$ cat config.mk
export PLATFORM = sky130hd
export DESIGN_NAME = battery_level_monitor_core
export DESIGN_NICKNAME = d
export VERILOG_FILES = /design/src/hdl/blm_pkg.sv /design/src/hdl/blm_front.sv /design/src/hdl/blm_queue.sv /design/src/hdl/blm_div.sv /design/src/hdl/blm_back.sv /design/src/hdl/battery_level_monitor_core.sv
export VERILOG_INCLUDE_DIRS = /design/src /design/src/hdl
export SDC_FILE = /design/constraint.sdc
export NUM_CORES = 1
export LEC_CHECK = 0
export ABC_AREA = 1
export BUFFER_PORTS_ARGS = -buffer_cell sky130_fd_sc_hd__buf_2
export CAP_MARGIN = 20
export CORE_UTILIZATION = 40
export DETAILED_ROUTE_END_ITERATION = 7
export HOLD_SLACK_MARGIN = 0.03
export MAX_ROUTING_LAYER = met4
export SLEW_MARGIN = 5
export SYNTH_ARGS = -nofsm -noshare
export SYNTH_HDL_FRONTEND = slang
export SYNTH_SLANG_ARGS = --single-unit
$ cat constraint.sdc
create_clock -name clk -period 8.75 [get_ports clk]
set_input_delay 0.4375 -clock clk [delete_from_list [all_inputs] [get_ports clk]]
set_output_delay 0.4375 -clock clk [all_outputs]
set_load 0.005 [all_outputs]
$ cat src/hdl/assert_macros.svh
// ----------------------------------------------------------------------------
// assert_macros.svh
// shared concurrent assertion macros, sampled on clk and off during rst
// ----------------------------------------------------------------------------
`ifndef ASSERT_MACROS_SVH
`define ASSERT_MACROS_SVH

// expression must hold at every clock edge out of reset
`define BLM_ASSERT_ALWAYS(label, expr, msg) \
  label: assert property (@(posedge clk) disable iff (rst) (expr)) else $error(msg);

// antecedent in a cycle implies consequent in the same cycle
`define BLM_ASSERT_IMPLY(label, ante, cons, msg) \
  label: assert property (@(posedge clk) disable iff (rst) (ante) |-> (cons)) \
    else $error(msg);

`endif

$ cat src/hdl/blm_pkg.sv
// ----------------------------------------------------------------------------
// blm_pkg
// shared widths, register indexes, types and states of the battery monitor
// ----------------------------------------------------------------------------
package blm_pkg;

  // group size and field widths
  localparam int SAMPLES   = 8;
  localparam int SAMPLE_W  = 12;
  localparam int SUM_W     = 19;
  localparam int IDX_W     = (SAMPLES > 1) ? $clog2(SAMPLES) : 1;
  localparam int MV_W      = 16;
  localparam int GAIN_W    = 16;
  localparam int PCT_W     = 7;
  localparam int CONF_W    = 8;
  localparam int CFG_IDX_W = 3;
  localparam int CFG_DAT_W = 16;

  // scaling and divider sizing
  localparam int PROD_W      = SUM_W + GAIN_W;
  localparam int NUM_W       = PROD_W + 1;
  localparam int MV_DEN      = SAMPLES * 16384;
  localparam int SPAN2_W     = MV_W + 1;
  localparam int PCT_NUM_W   = MV_W + 8;
  localparam int DVS_W       = SPAN2_W;
  localparam int DIV_CNT_W   = $clog2(PCT_NUM_W + 1);

  localparam logic [MV_W-1:0]   MV_MAX      = '1;
  localparam logic [PCT_W-1:0]  PCT_FULL    = PCT_W'(100);
  localparam logic [PCT_NUM_W-1:0] PCT_SCALE = PCT_NUM_W'(200);
  localparam logic [CONF_W-1:0] CONF_MAX    = '1;

  // register indexes
  localparam logic [CFG_IDX_W-1:0] REG_CAL_GAIN       = CFG_IDX_W'(0);
  localparam logic [CFG_IDX_W-1:0] REG_EMPTY_MV       = CFG_IDX_W'(1);
  localparam logic [CFG_IDX_W-1:0] REG_FULL_MV        = CFG_IDX_W'(2);
  localparam logic [CFG_IDX_W-1:0] REG_CHARGE_MV      = CFG_IDX_W'(3);
  localparam logic [CFG_IDX_W-1:0] REG_CHARGE_HYST_MV = CFG_IDX_W'(4);
  localparam logic [CFG_IDX_W-1:0] REG_CHARGE_CONFIRM = CFG_IDX_W'(5);

  // configuration as seen by the back end
  typedef struct packed {
    logic [GAIN_W-1:0] cal_gain;
    logic [MV_W-1:0]   empty_mv;
    logic [MV_W-1:0]   full_mv;
    logic [MV_W-1:0]   charge_mv;
    logic [MV_W-1:0]   charge_hyst_mv;
    logic [CONF_W-1:0] charge_confirm;
  } cfg_t;

  // front end to queue
  typedef struct packed {
    logic             push;
    logic [SUM_W-1:0] sum;
  } q_wr_t;

  // back end to divider
  typedef struct packed {
    logic                 start;
    logic [PCT_NUM_W-1:0] dividend;
    logic [DVS_W-1:0]     divisor;
  } div_req_t;

  // divider to back end
  typedef struct packed {
    logic                 busy;
    logic                 done;
    logic [PCT_NUM_W-1:0] quotient;
  } div_rsp_t;

  // back end sequencer
  typedef enum logic [2:0] {
    BK_IDLE,
    BK_MUL,
    BK_SCALE,
    BK_CHARGE,
    BK_PCT_DIV,
    BK_PCT_WAIT,
    BK_OUT
  } back_state_t;

endpackage

$ cat src/hdl/blm_front.sv
// ----------------------------------------------------------------------------
// blm_front
// accepts samples, sums each group and pushes the group sum to the queue
// ----------------------------------------------------------------------------
module blm_front (
  input  logic                          clk,
  input  logic                          rst,
  input  logic                          sample_valid,
  output logic                          sample_stall,
  input  logic [blm_pkg::SAMPLE_W-1:0]  sample_mv,
  input  logic                          q_full,
  output blm_pkg::q_wr_t                q_wr
);

  logic [blm_pkg::SUM_W-1:0] sample_sum;
  logic [blm_pkg::IDX_W-1:0] sample_index;
  logic [blm_pkg::SUM_W-1:0] sum_next;
  logic                      last;
  logic                      take;

  // the last word of a group needs room in the queue
  assign last         = (sample_index == blm_pkg::IDX_W'(blm_pkg::SAMPLES - 1));
  assign sample_stall = last && q_full;
  assign take         = sample_valid && !sample_stall;
  assign sum_next     = sample_sum + blm_pkg::SUM_W'(sample_mv);

  assign q_wr.push = take && last;
  assign q_wr.sum  = sum_next;

  // running sum and position in the group
  always_ff @(posedge clk) begin
    if (rst) begin
      sample_sum   <= '0;
      sample_index <= '0;
    end else if (take) begin
      if (last) begin
        sample_sum   <= '0;
        sample_index <= '0;
      end else begin
        sample_sum   <= sum_next;
        sample_index <= sample_index + 1'b1;
      end
    end
  end

endmodule

$ cat src/hdl/blm_queue.sv
// ----------------------------------------------------------------------------
// blm_queue
// two-entry queue of group sums between front and back end
// ----------------------------------------------------------------------------
module blm_queue (
  input  logic                       clk,
  input  logic                       rst,
  input  blm_pkg::q_wr_t             q_wr,
  output logic                       q_full,
  output logic                       q_valid,
  output logic [blm_pkg::SUM_W-1:0]  q_data,
  input  logic                       q_pop
);

  logic [blm_pkg::SUM_W-1:0] entry [2];
  logic                      wr_ptr;
  logic                      rd_ptr;
  logic [1:0]                count;

  assign q_full  = (count == 2'd2);
  assign q_valid = (count != 2'd0);
  assign q_data  = entry[rd_ptr];

  // storage
  always_ff @(posedge clk) begin
    if (q_wr.push) begin
      entry[wr_ptr] <= q_wr.sum;
    end
  end

  // pointers and fill level
  always_ff @(posedge clk) begin
    if (rst) begin
      wr_ptr <= 1'b0;
      rd_ptr <= 1'b0;
      count  <= 2'd0;
    end else begin
      if (q_wr.push) begin
        wr_ptr <= ~wr_ptr;
      end
      if (q_pop) begin
        rd_ptr <= ~rd_ptr;
      end
      if (q_wr.push && !q_pop) begin
        count <= count + 2'd1;
      end else if (q_pop && !q_wr.push) begin
        count <= count - 2'd1;
      end
    end
  end

endmodule

$ cat src/hdl/blm_div.sv
// ----------------------------------------------------------------------------
// blm_div
// restoring divider, one quotient bit per cycle, for the percent division
// ----------------------------------------------------------------------------
module blm_div (
  input  logic                clk,
  input  logic                rst,
  input  blm_pkg::div_req_t   req,
  output blm_pkg::div_rsp_t   rsp
);

  logic [blm_pkg::PCT_NUM_W-1:0] quo;
  logic [blm_pkg::DVS_W-1:0]     rem;
  logic [blm_pkg::DVS_W-1:0]     dvs;
  logic [blm_pkg::DIV_CNT_W-1:0] cnt;
  logic                          busy;
  logic                          done;
  logic [blm_pkg::DVS_W:0]       shifted;
  logic [blm_pkg::DVS_W:0]       diff;
  logic                          ge;

  // one trial subtraction
  assign shifted = {rem, quo[blm_pkg::PCT_NUM_W-1]};
  assign diff    = shifted - {1'b0, dvs};
  assign ge      = (shifted >= {1'b0, dvs});

  assign rsp.busy     = busy;
  assign rsp.done     = done;
  assign rsp.quotient = quo;

  // datapath
  always_ff @(posedge clk) begin
    if (req.start && !busy) begin
      quo <= req.dividend;
      rem <= '0;
      dvs <= req.divisor;
    end else if (busy) begin
      quo <= {quo[blm_pkg::PCT_NUM_W-2:0], ge};
      rem <= ge ? diff[blm_pkg::DVS_W-1:0] : shifted[blm_pkg::DVS_W-1:0];
    end
  end

  // iteration control
  always_ff @(posedge clk) begin
    if (rst) begin
      busy <= 1'b0;
      done <= 1'b0;
      cnt  <= '0;
    end else begin
      done <= 1'b0;
      if (req.start && !busy) begin
        busy <= 1'b1;
        cnt  <= blm_pkg::DIV_CNT_W'(blm_pkg::PCT_NUM_W);
      end else if (busy) begin
        cnt <= cnt - 1'b1;
        if (cnt == blm_pkg::DIV_CNT_W'(1)) begin
          busy <= 1'b0;
          done <= 1'b1;
        end
      end
    end
  end

endmodule

$ cat src/hdl/blm_back.sv
// ----------------------------------------------------------------------------
// blm_back
// scales a group sum to millivolts, updates charge detection, finds percent
// ----------------------------------------------------------------------------
module blm_back (
  input  logic                       clk,
  input  logic                       rst,
  input  blm_pkg::cfg_t              cfg,
  input  logic                       q_valid,
  input  logic [blm_pkg::SUM_W-1:0]  q_data,
  output logic                       q_pop,
  output blm_pkg::div_req_t          div_req,
  input  blm_pkg::div_rsp_t          div_rsp,
  output logic                       result_valid,
  input  logic                       result_stall,
  output logic [blm_pkg::MV_W-1:0]   battery_mv,
  output logic [blm_pkg::PCT_W-1:0]  percent,
  output logic                       charging
);

  blm_pkg::back_state_t state, state_next;

  logic [blm_pkg::SUM_W-1:0]     sum_r;
  logic [blm_pkg::PROD_W-1:0]    prod;
  logic [blm_pkg::NUM_W-1:0]     mv_quo;
  logic [blm_pkg::MV_W-1:0]      mv;
  logic [blm_pkg::PCT_W-1:0]     pct;
  logic [blm_pkg::CONF_W-1:0]    confirm_count;
  logic                          charging_flag;
  logic [blm_pkg::CONF_W-1:0]    count_inc;
  logic [blm_pkg::MV_W:0]        clear_level;
  logic [blm_pkg::MV_W-1:0]      span;
  logic [blm_pkg::MV_W-1:0]      above_empty;
  logic [blm_pkg::PCT_NUM_W-1:0] pct_num;
  logic                          at_empty;
  logic                          at_full;

  // doubled product over the group scale, a power of two, so a plain shift
  assign mv_quo = {prod, 1'b0} / blm_pkg::NUM_W'(blm_pkg::MV_DEN);

  // percent numerator and divisor
  assign span        = cfg.full_mv - cfg.empty_mv;
  assign above_empty = mv - cfg.empty_mv;
  assign pct_num     = blm_pkg::PCT_NUM_W'(above_empty) * blm_pkg::PCT_SCALE
                     + blm_pkg::PCT_NUM_W'(span);
  assign at_empty    = (mv <= cfg.empty_mv);
  assign at_full     = (mv >= cfg.full_mv);

  // charge confirmation terms
  assign count_inc   = (confirm_count == blm_pkg::CONF_MAX) ? confirm_count
                                                            : confirm_count + 1'b1;
  assign clear_level = {1'b0, mv} + {1'b0, cfg.charge_hyst_mv};

  assign battery_mv = mv;
  assign percent    = pct;
  assign charging   = charging_flag;

  // state register
  always_ff @(posedge clk) begin
    if (rst) begin
      state <= blm_pkg::BK_IDLE;
    end else begin
      state <= state_next;
    end
  end

  // next state and handshake outputs
  always_comb begin
    state_next       = state;
    q_pop            = 1'b0;
    result_valid     = 1'b0;
    div_req.start    = 1'b0;
    div_req.dividend = pct_num;
    div_req.divisor  = blm_pkg::DVS_W'({span, 1'b0});
    unique case (state)
      blm_pkg::BK_IDLE: begin
        if (q_valid) begin
          q_pop      = 1'b1;
          state_next = blm_pkg::BK_MUL;
        end
      end
      blm_pkg::BK_MUL: begin
        state_next = blm_pkg::BK_SCALE;
      end
      blm_pkg::BK_SCALE: begin
        state_next = blm_pkg::BK_CHARGE;
      end
      blm_pkg::BK_CHARGE: begin
        if (at_empty || at_full) begin
          state_next = blm_pkg::BK_OUT;
        end else begin
          state_next = blm_pkg::BK_PCT_DIV;
        end
      end
      blm_pkg::BK_PCT_DIV: begin
        div_req.start = 1'b1;
        state_next    = blm_pkg::BK_PCT_WAIT;
      end
      blm_pkg::BK_PCT_WAIT: begin
        if (div_rsp.done) begin
          state_next = blm_pkg::BK_OUT;
        end
      end
      blm_pkg::BK_OUT: begin
        result_valid = 1'b1;
        if (!result_stall) begin
          state_next = blm_pkg::BK_IDLE;
        end
      end
      default: begin
        state_next = blm_pkg::BK_IDLE;
      end
    endcase
  end

  // datapath registers
  always_ff @(posedge clk) begin
    if (q_pop) begin
      sum_r <= q_data;
    end
    if (state == blm_pkg::BK_MUL) begin
      prod <= blm_pkg::PROD_W'(sum_r) * blm_pkg::PROD_W'(cfg.cal_gain);
    end
    if (state == blm_pkg::BK_SCALE) begin
      mv <= (|mv_quo[blm_pkg::NUM_W-1:blm_pkg::MV_W])
            ? blm_pkg::MV_MAX : mv_quo[blm_pkg::MV_W-1:0];
    end
    if (state == blm_pkg::BK_CHARGE) begin
      if (at_empty) begin
        pct <= '0;
      end else if (at_full) begin
        pct <= blm_pkg::PCT_FULL;
      end
    end
    if (state == blm_pkg::BK_PCT_WAIT && div_rsp.done) begin
      pct <= div_rsp.quotient[blm_pkg::PCT_W-1:0];
    end
  end

  // charge confirmation counter and flag
  always_ff @(posedge clk) begin
    if (rst) begin
      confirm_count <= '0;
      charging_flag <= 1'b0;
    end else if (state == blm_pkg::BK_CHARGE) begin
      if (mv >= cfg.charge_mv) begin
        confirm_count <= count_inc;
        if (count_inc >= cfg.charge_confirm) begin
          charging_flag <= 1'b1;
        end
      end else if (clear_level < {1'b0, cfg.charge_mv}) begin
        confirm_count <= '0;
        charging_flag <= 1'b0;
      end
    end
  end

endmodule

$ cat src/hdl/battery_level_monitor_core.sv
// ----------------------------------------------------------------------------
// battery_level_monitor_core
// averages ADC samples into battery millivolts, percent and a charging flag
//
//   channel   direction  handshake                  word
//   sample    in         sample_valid/sample_stall  sample_mv
//   result    out        result_valid/result_stall  battery_mv, percent, charging
//   cfg       in         cfg_valid/cfg_ready        cfg_index, cfg_data
//
// samples are taken one per cycle while sample_stall is low; a group of SAMPLES
// yields one result; the back end scales each group sum, checks for charging,
// then runs the one-bit-per-cycle percent divider unless at or past a span end
// a two-entry queue of group sums lets the front keep taking samples while
// the back end works or a result waits; sample_stall rises only on the last
// word of a group with the queue full
// synchronous reset clears sums, counters, flag and config to defaults
// ----------------------------------------------------------------------------
module battery_level_monitor_core (
  input  logic                           clk,
  input  logic                           rst,
  input  logic                           sample_valid,
  output logic                           sample_stall,
  input  logic [blm_pkg::SAMPLE_W-1:0]   sample_mv,
  output logic                           result_valid,
  input  logic                           result_stall,
  output logic [blm_pkg::MV_W-1:0]       battery_mv,
  output logic [blm_pkg::PCT_W-1:0]      percent,
  output logic                           charging,
  input  logic                           cfg_valid,
  output logic                           cfg_ready,
  input  logic [blm_pkg::CFG_IDX_W-1:0]  cfg_index,
  input  logic [blm_pkg::CFG_DAT_W-1:0]  cfg_data
);

  blm_pkg::cfg_t             cfg;
  blm_pkg::q_wr_t            q_wr;
  blm_pkg::div_req_t         div_req;
  blm_pkg::div_rsp_t         div_rsp;
  logic                      q_full;
  logic                      q_valid;
  logic [blm_pkg::SUM_W-1:0] q_data;
  logic                      q_pop;

  assign cfg_ready = 1'b1;

  // configuration registers
  always_ff @(posedge clk) begin
    if (rst) begin
      cfg.cal_gain       <= blm_pkg::GAIN_W'(16384);
      cfg.empty_mv       <= blm_pkg::MV_W'(3300);
      cfg.full_mv        <= blm_pkg::MV_W'(4200);
      cfg.charge_mv      <= blm_pkg::MV_W'(4300);
      cfg.charge_hyst_mv <= blm_pkg::MV_W'(100);
      cfg.charge_confirm <= blm_pkg::CONF_W'(3);
    end else if (cfg_valid && cfg_ready) begin
      case (cfg_index)
        blm_pkg::REG_CAL_GAIN:       cfg.cal_gain       <= cfg_data;
        blm_pkg::REG_EMPTY_MV:       cfg.empty_mv       <= cfg_data;
        blm_pkg::REG_FULL_MV:        cfg.full_mv        <= cfg_data;
        blm_pkg::REG_CHARGE_MV:      cfg.charge_mv      <= cfg_data;
        blm_pkg::REG_CHARGE_HYST_MV: cfg.charge_hyst_mv <= cfg_data;
        blm_pkg::REG_CHARGE_CONFIRM: cfg.charge_confirm <= cfg_data[blm_pkg::CONF_W-1:0];
        default: begin
        end
      endcase
    end
  end

  // sample accumulation
  blm_front u_front (
    .clk          (clk),
    .rst          (rst),
    .sample_valid (sample_valid),
    .sample_stall (sample_stall),
    .sample_mv    (sample_mv),
    .q_full       (q_full),
    .q_wr         (q_wr)
  );

  // group sum queue
  blm_queue u_queue (
    .clk     (clk),
    .rst     (rst),
    .q_wr    (q_wr),
    .q_full  (q_full),
    .q_valid (q_valid),
    .q_data  (q_data),
    .q_pop   (q_pop)
  );

  // percent divider
  blm_div u_div (
    .clk (clk),
    .rst (rst),
    .req (div_req),
    .rsp (div_rsp)
  );

  // scaling, charge detection and percent
  blm_back u_back (
    .clk          (clk),
    .rst          (rst),
    .cfg          (cfg),
    .q_valid      (q_valid),
    .q_data       (q_data),
    .q_pop        (q_pop),
    .div_req      (div_req),
    .div_rsp      (div_rsp),
    .result_valid (result_valid),
    .result_stall (result_stall),
    .battery_mv   (battery_mv),
    .percent      (percent),
    .charging     (charging)
  );

`include "assert_macros.svh"

  // queue never takes a sum while full
  `BLM_ASSERT_ALWAYS(a_queue_no_overflow, !(q_wr.push && q_full), "queue overflow")
  // divider is started only when free
  `BLM_ASSERT_ALWAYS(a_div_start_free, !(div_req.start && div_rsp.busy), "divider restarted")
  // a shown percent never exceeds one hundred
  `BLM_ASSERT_IMPLY(a_percent_range, result_valid, percent <= blm_pkg::PCT_FULL, "percent above 100")

endmodule

# Word level (Yosys, flattened, before mapping)
# Memories as Yosys holds them, arrays and structs flattened. A register that Yosys moved wholly into a read port is not among the register bits.
# Cells that the tools add are included.
dict set report classes {
  order_cmp 6
  n_mux 34
  reduce_logical 33
  add_sub_neg 11
  multipliers 2
  n_div 0
  n_eq_ne 19
  shifts 0
  n_bitwise 3
}
# cell count
set ops {}
lappend ops {{two-way mux 24 bit} 2}
lappend ops {{multiplier 19 x 16 -> 35 bit} 1}
lappend ops {{greater-or-equal comparator 16 bit} 2}
lappend ops {{subtractor 16 bit} 2}
lappend ops {{two-way mux 7 bit} 4}
lappend ops {{adder 24 x 16 -> 24 bit} 1}
lappend ops {{two-way mux 8 bit} 3}
lappend ops {{multiplier 16 x 5 -> 21 bit (second input constant)} 1}
lappend ops {{one-hot mux 3 bit (7 select lines)} 1}
lappend ops {{adder 19 x 12 -> 19 bit} 1}
lappend ops {{two-way mux 19 bit} 1}
lappend ops {{== test 3 bit (second input constant)} 6}
lappend ops {{greater-or-equal comparator 18 x 17 -> 1 bit} 1}
lappend ops {{adder 16 x 16 -> 17 bit} 1}
lappend ops {{< comparator 17 x 16 -> 1 bit} 1}
lappend ops {{two-way mux 17 bit} 1}
lappend ops {{subtractor 17 bit} 1}
lappend ops {{<= comparator 16 bit} 1}
lappend ops {{AND reduction 2 bit} 8}
lappend ops {{two-way mux 1 bit} 13}
lappend ops {{== test 3 x 2 -> 1 bit (second input constant)} 4}
lappend ops {{two-way mux 3 bit} 4}
lappend ops {{two-way mux 5 bit} 2}
lappend ops {{nonzero test 2 bit} 5}
lappend ops {{other kinds (21)} 41}
dict set report word_totals {
  mem_bits_rw 38
  memories 1
  output_inout_bits 27
  input_bits 36
  latch_bits 0
  word_cells 133
  ff_bits 248
  rom_bits 0
}
# name words word_bits read_ports rd_ports_with_merged_regs wr line
set mem_list {}
lappend mem_list {u_queue.entry 2 19 1 1 1 blm_queue.sv:15} ;# logic [blm_pkg::SUM_W-1:0] entry [2];

# Logic depth before layout (Yosys ltp)
# Gate-level depths: netlist of the first run.
dict set report logic_depth {
  ltp_word 9
  depth_mapped 32
  mapped_depth_nobuf 31
}

# Cells and area by module
# A second synthesis of the first run with hierarchy kept.
dict set report hier_totals {
  hier_cells 3956
  area_unflattened_um2 29986.3
}
# module n_inst area_per_inst_um2 cells_per_inst
set modules_own_cells {}
lappend modules_own_cells {blm_back 1 19189.7 2577}
lappend modules_own_cells {blm_div 1 3913.8 511}
lappend modules_own_cells {battery_level_monitor_core 1 3465.8 493}
lappend modules_own_cells {blm_front 1 1766.7 283}
lappend modules_own_cells {blm_queue 1 1650.3 92}

# Worst setup path after synthesis of the first run
# No wires, ideal clock.
dict set report synth_path {
  path_kind {register to register}
  start {reg u_back.sum_r[13] (netlist bit), read port of u_queue.entry}
  end {reg u_back.prod[28] (netlist bit) (data pin)}
  path_buffers 2
  setup_time_ps 252
  required_time_ps 8498
  arrival_ps 5364
  setup_slack_ps 3134
  stages_incl_launch_ff 24
  path_cell_list {edfxtp_1 -> clkbuf_1 -> clkbuf_1 -> nand2_1 -> fa_1 -> inv_1 -> fa_1 -> inv_1 -> fa_1 -> inv_1 -> fa_1 -> fa_1 -> inv_1 -> fa_1 -> inv_1 -> ha_1 -> nand2_1 -> nand2_1 -> a21oi_1 -> o21ai_0 -> a221oi_1 -> nand2_1 -> nand2_1 -> nand2_1}
}
dict set report synth_between {
  elab_chain_cells 1
}
# item line
set synth_rtl {}
lappend synth_rtl {{start: declaration} blm_back.sv:23} ;# logic [blm_pkg::SUM_W-1:0] sum_r;
lappend synth_rtl {{multiplier 19 x 16 -> 35 bit} blm_back.sv:122} ;# prod <= blm_pkg::PROD_W'(sum_r) * blm_pkg::PROD_W'(cfg.cal_gain);
lappend synth_rtl {{end signal: assignment} blm_back.sv:122}
lappend synth_rtl {{end: declaration} blm_back.sv:24} ;# logic [blm_pkg::PROD_W-1:0] prod;
# No other way between the ends.
# A chain may end at the register's enable or synchronous reset.

# Final worst setup path of the first run
dict set report layout_path {
  start {reg, netlist name cfg[79]}
  end {reg u_back.prod[28] (netlist bit) (data pin)}
}
dict set report layout_between {
  elab_chain_cells 1
}
# item line
set layout_rtl {}
lappend layout_rtl {{multiplier 19 x 16 -> 35 bit} blm_back.sv:122}
# No other way between the ends.

==> results of run 1 <==
==> worst max-delay path by stage <==
stage	cells after the start	start	to	slack, ns
6_report	19	cfg[79]	u_back.prod[28]	2.43
5_1_grt	18	cfg[79]	u_back.prod[27]	2.15
4_1_cts	19	cfg[79]	u_back.prod[34]	2.47
3_5_place_dp	19	cfg[79]	u_back.prod[28]	2.48
3_3_place_gp	18	cfg[79]	u_back.prod[27]	2.49
2_1_floorplan	23	u_back.sum_r[13]	u_back.prod[28]	3.13
==> cell usage in the layout, fill, tap and decap left out, types with 10 or more instances in the layout <==
cell and count:
nand3b_1 10, edfxtp_1 139, o21ai_0 171, o21ai_1 12, ha_1 306, a21o_1 17, nand3_1 107, a31oi_1 11
inv_1 766, nor2_1 199, nor3_1 31, clkbuf_16 34, buf_4 20, o211ai_1 16, nand4_1 20, buf_2 61
xnor2_1 37, a21oi_1 259, xor2_1 75, dfxtp_1 150, fa_1 251, nand2_1 880
==> final cells by class <==
| type | count | area (um2) | area share |
|---|---|---|---|
| multi-input cells | 2491 | 18000 | 0.584 |
| flip-flops and latches | 289 | 7180 | 0.233 |
| inverters | 772 | 2900 | 0.0940 |
| well taps | 940 | 1180 | 0.0382 |
| clock buffers | 42 | 921 | 0.0299 |
| repair buffers | 81 | 455 | 0.0148 |
| clock inverters | 20 | 181 | 0.00589 |
| diodes | 4 | 10.0 | 0.000325 |
==> layer usage <==
layer	global-route usage	part of all wire	vias up	wire length [um]
met5	-	0	-	0
met4	0.0676	0.033	0	2490
met3	0.0302	0.051	139	3840
met2	0.363	0.47	545	35500
met1	0.272	0.44	10800	33000
li1	-	-	11500	-
==> worst reg2reg max path, stage by stage (launching register included) <==
cell      delay [ns]
dfxtp_1         1.04
nand2_1         0.21
fa_1            0.60
inv_1           0.06
fa_1            0.49
fa_1            0.59
fa_1            0.45
fa_1            0.54
inv_1           0.05
fa_1            0.53
inv_1           0.04
ha_1            0.36
nand2_1         0.09
nand2_1         0.07
a21oi_1         0.26
o21ai_0         0.17
a221oi_1        0.33
nand2_1         0.08
nand2_1         0.07
nand2_1         0.04
==> sequential cells by signal (all words and copies together) (netlist names), 2 cells and up <==
| register | count |
|---|---|
| u_div.dvs | 16 |
| u_back.battery_mv | 16 |
| u_div.cnt | 5 |
| u_back.confirm_count | 8 |
| u_front.sample_index | 3 |
| u_front.sample_sum | 19 |
| u_back.state | 3 |
| u_queue.entry | 38 |
| u_back.prod | 19 |
| u_queue.count | 2 |
| u_div.rem | 17 |
| u_div.quo | 24 |
| cfg | 88 |
| u_back.sum_r | 19 |
| u_back.percent | 7 |
==> power groups by stage <==
stage               combinational [mW]  sequential, mW  clock (mW)
finish                            5.54            1.97        1.43
global route                      6.36            1.98        1.51
CTS                               5.57            1.96        1.47
detailed placement                5.54            1.98           0
global placement                  5.51            1.97           0
floorplan                         4.39            1.74           0
==> kinds of logic (layout without fill, tap and decap cells) <==
| group | after synthesis | in the layout | share of synthesized area |
|---|---|---|---|
| and+or+nand+nor | 1286 | 1286 | 0.183 |
| buffers and inverters | 890 | 915 | 0.118 |
| adders and majority gates | 557 | 557 | 0.310 |
| AOI/OAI and AO/OA | 533 | 533 | 0.102 |
| DFF | 289 | 289 | 0.252 |
| xor gates and xnor gates | 113 | 113 | 0.0350 |
| other | 1 | 5 | 0.000132 |
| muxes | 1 | 1 | 0.000351 |
==> metrics by stage <==
stage,hold slack (ns),worst slack [ns],cells,cell area [um2],total power [mW]
global route,0.248,2.15,4637,30800,9.85
floorplan,0.433,3.13,3670,28500,6.13
finish,0.252,2.43,4639,30800,8.93
detailed placement,0.451,2.48,4573,29700,7.52
CTS,0.218,2.47,4635,30800,9.00
global placement,0.446,2.49,4573,29700,7.48
==> impl_metrics.env, run 1 <==
export IMPL_post_cts_resized=0
export IMPL_synth_main_ff_cell="dfxtp_1"
export IMPL_place_hpwl_mm=58.9
export IMPL_cts_root_buf="clkbuf_16"
export IMPL_ys_async_sr_fraction=0
export IMPL_r2r_setup_slack_ns=2.43
export IMPL_cts_max_path_buffers=3
export IMPL_drt_iter0_markers=1374
export IMPL_slew_viol_final=0
export IMPL_drc=0
export IMPL_ys_top_cells_by_area="fa_1, edfxtp_1, ha_1, nand2_1, dfxtp_1"
export IMPL_whs_path_depth=3
export IMPL_r2r_start="cfg[79]"
export IMPL_avgViaCountPerCell=4.95
export IMPL_yosysSeqAreaShare=0.252
export IMPL_grt_pass1_vias=22700
export IMPL_numCtsBuffers=34
export IMPL_synth_top_area_frac=0.176
export IMPL_finalHoldViolCount=0
export IMPL_setup_tns_ns=0
export IMPL_syn_area_um2=28500
export IMPL_cap_violations=0
export IMPL_cp_end_kind="flip-flop"
export IMPL_start_util=0.406
export IMPL_tritoncts="yes"
export IMPL_postCtsHoldBufs=0
export IMPL_drtPass1Iterations=5
export IMPL_synth_distinct_cells=56
export IMPL_seqPwrFrac=0.220
export IMPL_combPwrFrac=0.620
export IMPL_overflow=0
export IMPL_coreArea_um2=70300
export IMPL_die_area_um2=72400
export IMPL_p_sw_frac=0.499
export IMPL_worst_endpoint_arrival_ns=6.61
export IMPL_fin_crit_sh=0.722
export IMPL_crit_type="flip-flop to flip-flop"
export IMPL_critical_path_top_delay_family="adder cells"
export IMPL_synth_edf_count=139
export IMPL_hp_class="input pin to flip-flop"
export IMPL_insertion_delay_ns=0.55
export IMPL_ant_nets=0
export IMPL_final_core_util=0.439
export IMPL_hold_path_startpoint="cfg_data[14]"
export IMPL_netlist_instances=3670
export IMPL_crit_chain="nand2_1 > fa_1 > inv_1 > fa_1 > fa_1 > fa_1 > fa_1 > inv_1 > fa_1 > inv_1 > ha_1 > nand2_1 > nand2_1 > a21oi_1 > o21ai_0 > a221oi_1 > nand2_1 > nand2_1 > nand2_1"
export IMPL_cts_sinks=289
export IMPL_via_count=23000
export IMPL_portBuffers=61
export IMPL_max_slew_margin=0.277
export IMPL_peakVddDrop_mv=0.291
export IMPL_cp_max_fo=20
export IMPL_cts_setup_buffers=0
export IMPL_synth_largest_area_cell="fa_1"
export IMPL_antenna_found_initial=2
export IMPL_place_congestion=0.909
export IMPL_h_tree_depth=2
export IMPL_num_fill_cells=7138
export IMPL_grt_max_degree=92
export IMPL_layout_nets=4262
export IMPL_synth_most_common_cell="nand2_1"
export IMPL_setup_violations=0
export IMPL_max_stage_delay_ns=1.04
export IMPL_max_freq_ghz=0.158
export IMPL_worst_path_buf_inv=3
export IMPL_drive_gt1_frac=0.0482
export IMPL_min_period_ns=6.32
export IMPL_wire_per_inst_um=16.1
export IMPL_wirelength_mm=74.8
export IMPL_die_w_um=269
export IMPL_syn_area_per_cell_um2=7.77
export IMPL_p_leak_nw=15.7
export IMPL_p_int_mw=4.48
export IMPL_r2r_cells=19
export IMPL_hold_end="cfg[86]"
export IMPL_netlist_top_cells_count="nand2_1, inv_1, ha_1"
export IMPL_powerDensity_nw_per_um2=290
export IMPL_grt_pass1_wl_mm=120
export IMPL_synth_seq_cells=289
export IMPL_syn_num_nets=4263
export IMPL_rsz0062_at_grt="no"
export IMPL_die_h_um=269
export IMPL_switching_power_mw=4.46
export IMPL_start_kind="flip-flop"
export IMPL_cp_required_ns=9.04
export IMPL_clock_skew_ns=0.0223
export IMPL_cpMaxStageDelayCell="dfxtp_1"
export IMPL_track_usage=0.218
export IMPL_p_clk_frac=0.160
export IMPL_timing_rr_end="u_back.prod[28]"
export IMPL_clkTransAtPathRegs_ns=0.07
export IMPL_ios=63
export IMPL_ys_warn_count=0
export IMPL_area_delta_synth_final_pct=8.09
export IMPL_rows=97
export IMPL_max_slew_worst_pin_slew_ns=1.08
export IMPL_status="finished, final reports clean"
Note: power is estimated with default switching activity, not from simulation.
==> inputs of run 2 (changes only) <==
clock period = 5.6 ns   (was 8.75 ns; I/O delays follow)
==> run 2 against run 1 <==
Against the previous run: clock power up 67%; clock skew down 0.0016 ns; combinational power up 100%; worst hold slack worse by 0.17 ns; first-iteration DRC count up 5.7%; via count up 2.8%; clock-buffer cell count down 1; sequential share of layout area down 1.8 points; setup slack worse by 2.3 ns; non-clock buffer count up 183; critical path type unchanged.
==> impl_metrics.env, run 2 (synthesis gave the netlist of run 1 again) <==
export IMPL_status="finished, final reports clean"
export IMPL_finalHoldViolCount=0
export IMPL_start_kind="flip-flop"
export IMPL_track_usage=0.226
export IMPL_place_congestion=0.935
export IMPL_cpMaxStageDelayCell="fa_1"
export IMPL_cp_common_cell="fa_1"
export IMPL_ant_nets=0
export IMPL_h_tree_depth=2
export IMPL_multi_input_area_um2=18800
export IMPL_area_delta_synth_final_pct=17.0
export IMPL_final_common_cell="nand2_1"
export IMPL_rows=97
export IMPL_final_cells=4823
export IMPL_numCtsBuffers=35
export IMPL_drc=0
export IMPL_wire_per_inst_um=16.4
export IMPL_setup_tns_ns=0
export IMPL_die_area_um2=72400
export IMPL_place_hpwl_mm=62.2
export IMPL_drt_iter0_markers=1452
export IMPL_seq_area_um2=7180
export IMPL_max_stage_delay_ns=0.59
export IMPL_setup_violations=0
export IMPL_use_met1=0.288
export IMPL_drtPass1Iterations=5
export IMPL_grt_max_degree=57
export IMPL_max_slew_margin=0.305
export IMPL_p_leak_nw=16.9
export IMPL_crit_type="flip-flop to flip-flop"
export IMPL_num_fill_cells=6932
export IMPL_max_slew_worst_pin_slew_ns=1.04
export IMPL_overflow=0
export IMPL_grt_pass1_vias=23100
export IMPL_place_inst=4728
export IMPL_gr_usage_met2=0.377
export IMPL_tritoncts="yes"
export IMPL_avgViaCountPerCell=4.90
export IMPL_cap_violations=0
export IMPL_cts_sinks=289
export IMPL_largest_reg_flops=88
export IMPL_hp_class="input pin to flip-flop"
export IMPL_drive_gt1_frac=0.131
export IMPL_peakVddDrop_mv=0.562
export IMPL_rsz0062_at_grt="yes"
export IMPL_cp_max_fo=5
export IMPL_via_count=23600
export IMPL_ios=63
export IMPL_die_h_um=269
export IMPL_max_freq_ghz=0.183
export IMPL_wirelength_mm=79.1
export IMPL_grt_pass1_wl_mm=124
export IMPL_cp_end_kind="flip-flop"
export IMPL_clock_skew_ns=0.0207
export IMPL_top_register="cfg"
export IMPL_p_total_mw=16.4
export IMPL_clkTransAtPathRegs_ns=0.06
export IMPL_die_w_um=269
export IMPL_antenna_found_initial=1
export IMPL_min_period_ns=5.48
export IMPL_grt_busiest_layer="met2"
export IMPL_reg_top3="cfg x88, u_queue.entry x38, u_div.quo x24"
export IMPL_worst_endpoint_arrival_ns=5.78
export IMPL_final_cell_mix="nand2_1, inv_1, ha_1"
export IMPL_cts_max_path_buffers=3
export IMPL_insertion_delay_ns=0.56
export IMPL_slew_viol_final=0
export IMPL_fin_crit_sh=0.978
export IMPL_worst_path_buf_inv=5
export IMPL_critical_path_top_delay_family="adder cells"
export IMPL_cp_required_ns=5.90
export IMPL_cts_root_buf="clkbuf_16"
export IMPL_met3_usage=0.0279
export IMPL_coreArea_um2=70300
export IMPL_powerDensity_nw_per_um2=492
export IMPL_start_util=0.406
export IMPL_crit_chain="buf_6 > buf_4 > nand2_1 > inv_1 > fa_1 > fa_1 > fa_1 > fa_1 > fa_1 > inv_1 > fa_1 > inv_1 > ha_4 > a21o_1 > nand3_1 > nand2_2 > o21bai_1 > a211oi_1 > nand2_1 > xor2_1"
export IMPL_layout_nets=4446
export IMPL_portBuffers=61
==> run 2: changes by cell type in the layout (fill, tap and decap cells not counted), moves of 11 or more <==
| cell | delta |
|---|---|
| nor2_2 | +11 |
| buf_6 | +15 |
| a21oi_1 | -20 |
| o21ai_0 | -13 |
| nor2_1 | -17 |
| nand2_1 | -26 |
| a21oi_2 | +20 |
| buf_4 | +145 |
| ha_4 | +20 |
| nand2_2 | +22 |
| ha_1 | -27 |
| buf_12 | +17 |
==> run 2: stage by stage <==
stage	setup slack (ns)	hold slack, ns	util	area, um2
after floorplan	0.0202	0.406	-	28500
after global placement	-0.0957	0.448	0.442	31100
after detailed placement	-0.145	0.448	0.442	31100
after CTS	-0.00745	0.0496	0.461	32400
after global routing	-0.0881	0.0743	0.475	33400
final	0.121	0.0813	0.475	33400
==> run 2: worst min-delay path: cells and delay by family <==
family,cells,cell delay (ns)
buffers and inverters,1,0.17
and+or+nand+nor,2,0.14
==> run 2: worst paths after layout <==
path,startpoint,endpoint,slack (ns),cells past startpoint
max,u_back.sum_r[5],u_back.prod[30],0.12,20
min reg2reg,cfg[5],cfg[5],0.46,2
min,cfg_data[0],cfg[0],0.08,3
max reg2reg,u_back.sum_r[5],u_back.prod[30],0.12,20
==> run 2: metal layers <==
layer,routed length [um],vias to the layer above
li1,-,11800
met1,35600,11200
met2,37600,489
met3,3670,105
met4,2210,0
met5,0,-
==> run 2: what timing repair did <==
item                                    in CTS  in global routing
gates cloned                                 0                  5
setup buffers                                4                 19
hold buffers                                 0                  0
endpoints found under the setup margin      15                 27
resized for setup                           23                172
pin swaps                                    5                 73
==> run 2: final cells by class <==
cell class	count	share of cell area
clock buffer	41	0.0282
timing repair buffer	264	0.0651
clock inverter	23	0.00724
tap	940	0.0352
multi-input combinational	2491	0.562
sequential	289	0.215
antenna	3	0.000225
inverter	772	0.0868
==> run 2: where the power goes <==
group,internal [mW],switching [mW],total [mW]
clock network,1.40,0.995,2.39
logic,4.64,6.64,11.3
registers,2.60,0.159,2.75
total,8.63,7.80,16.4
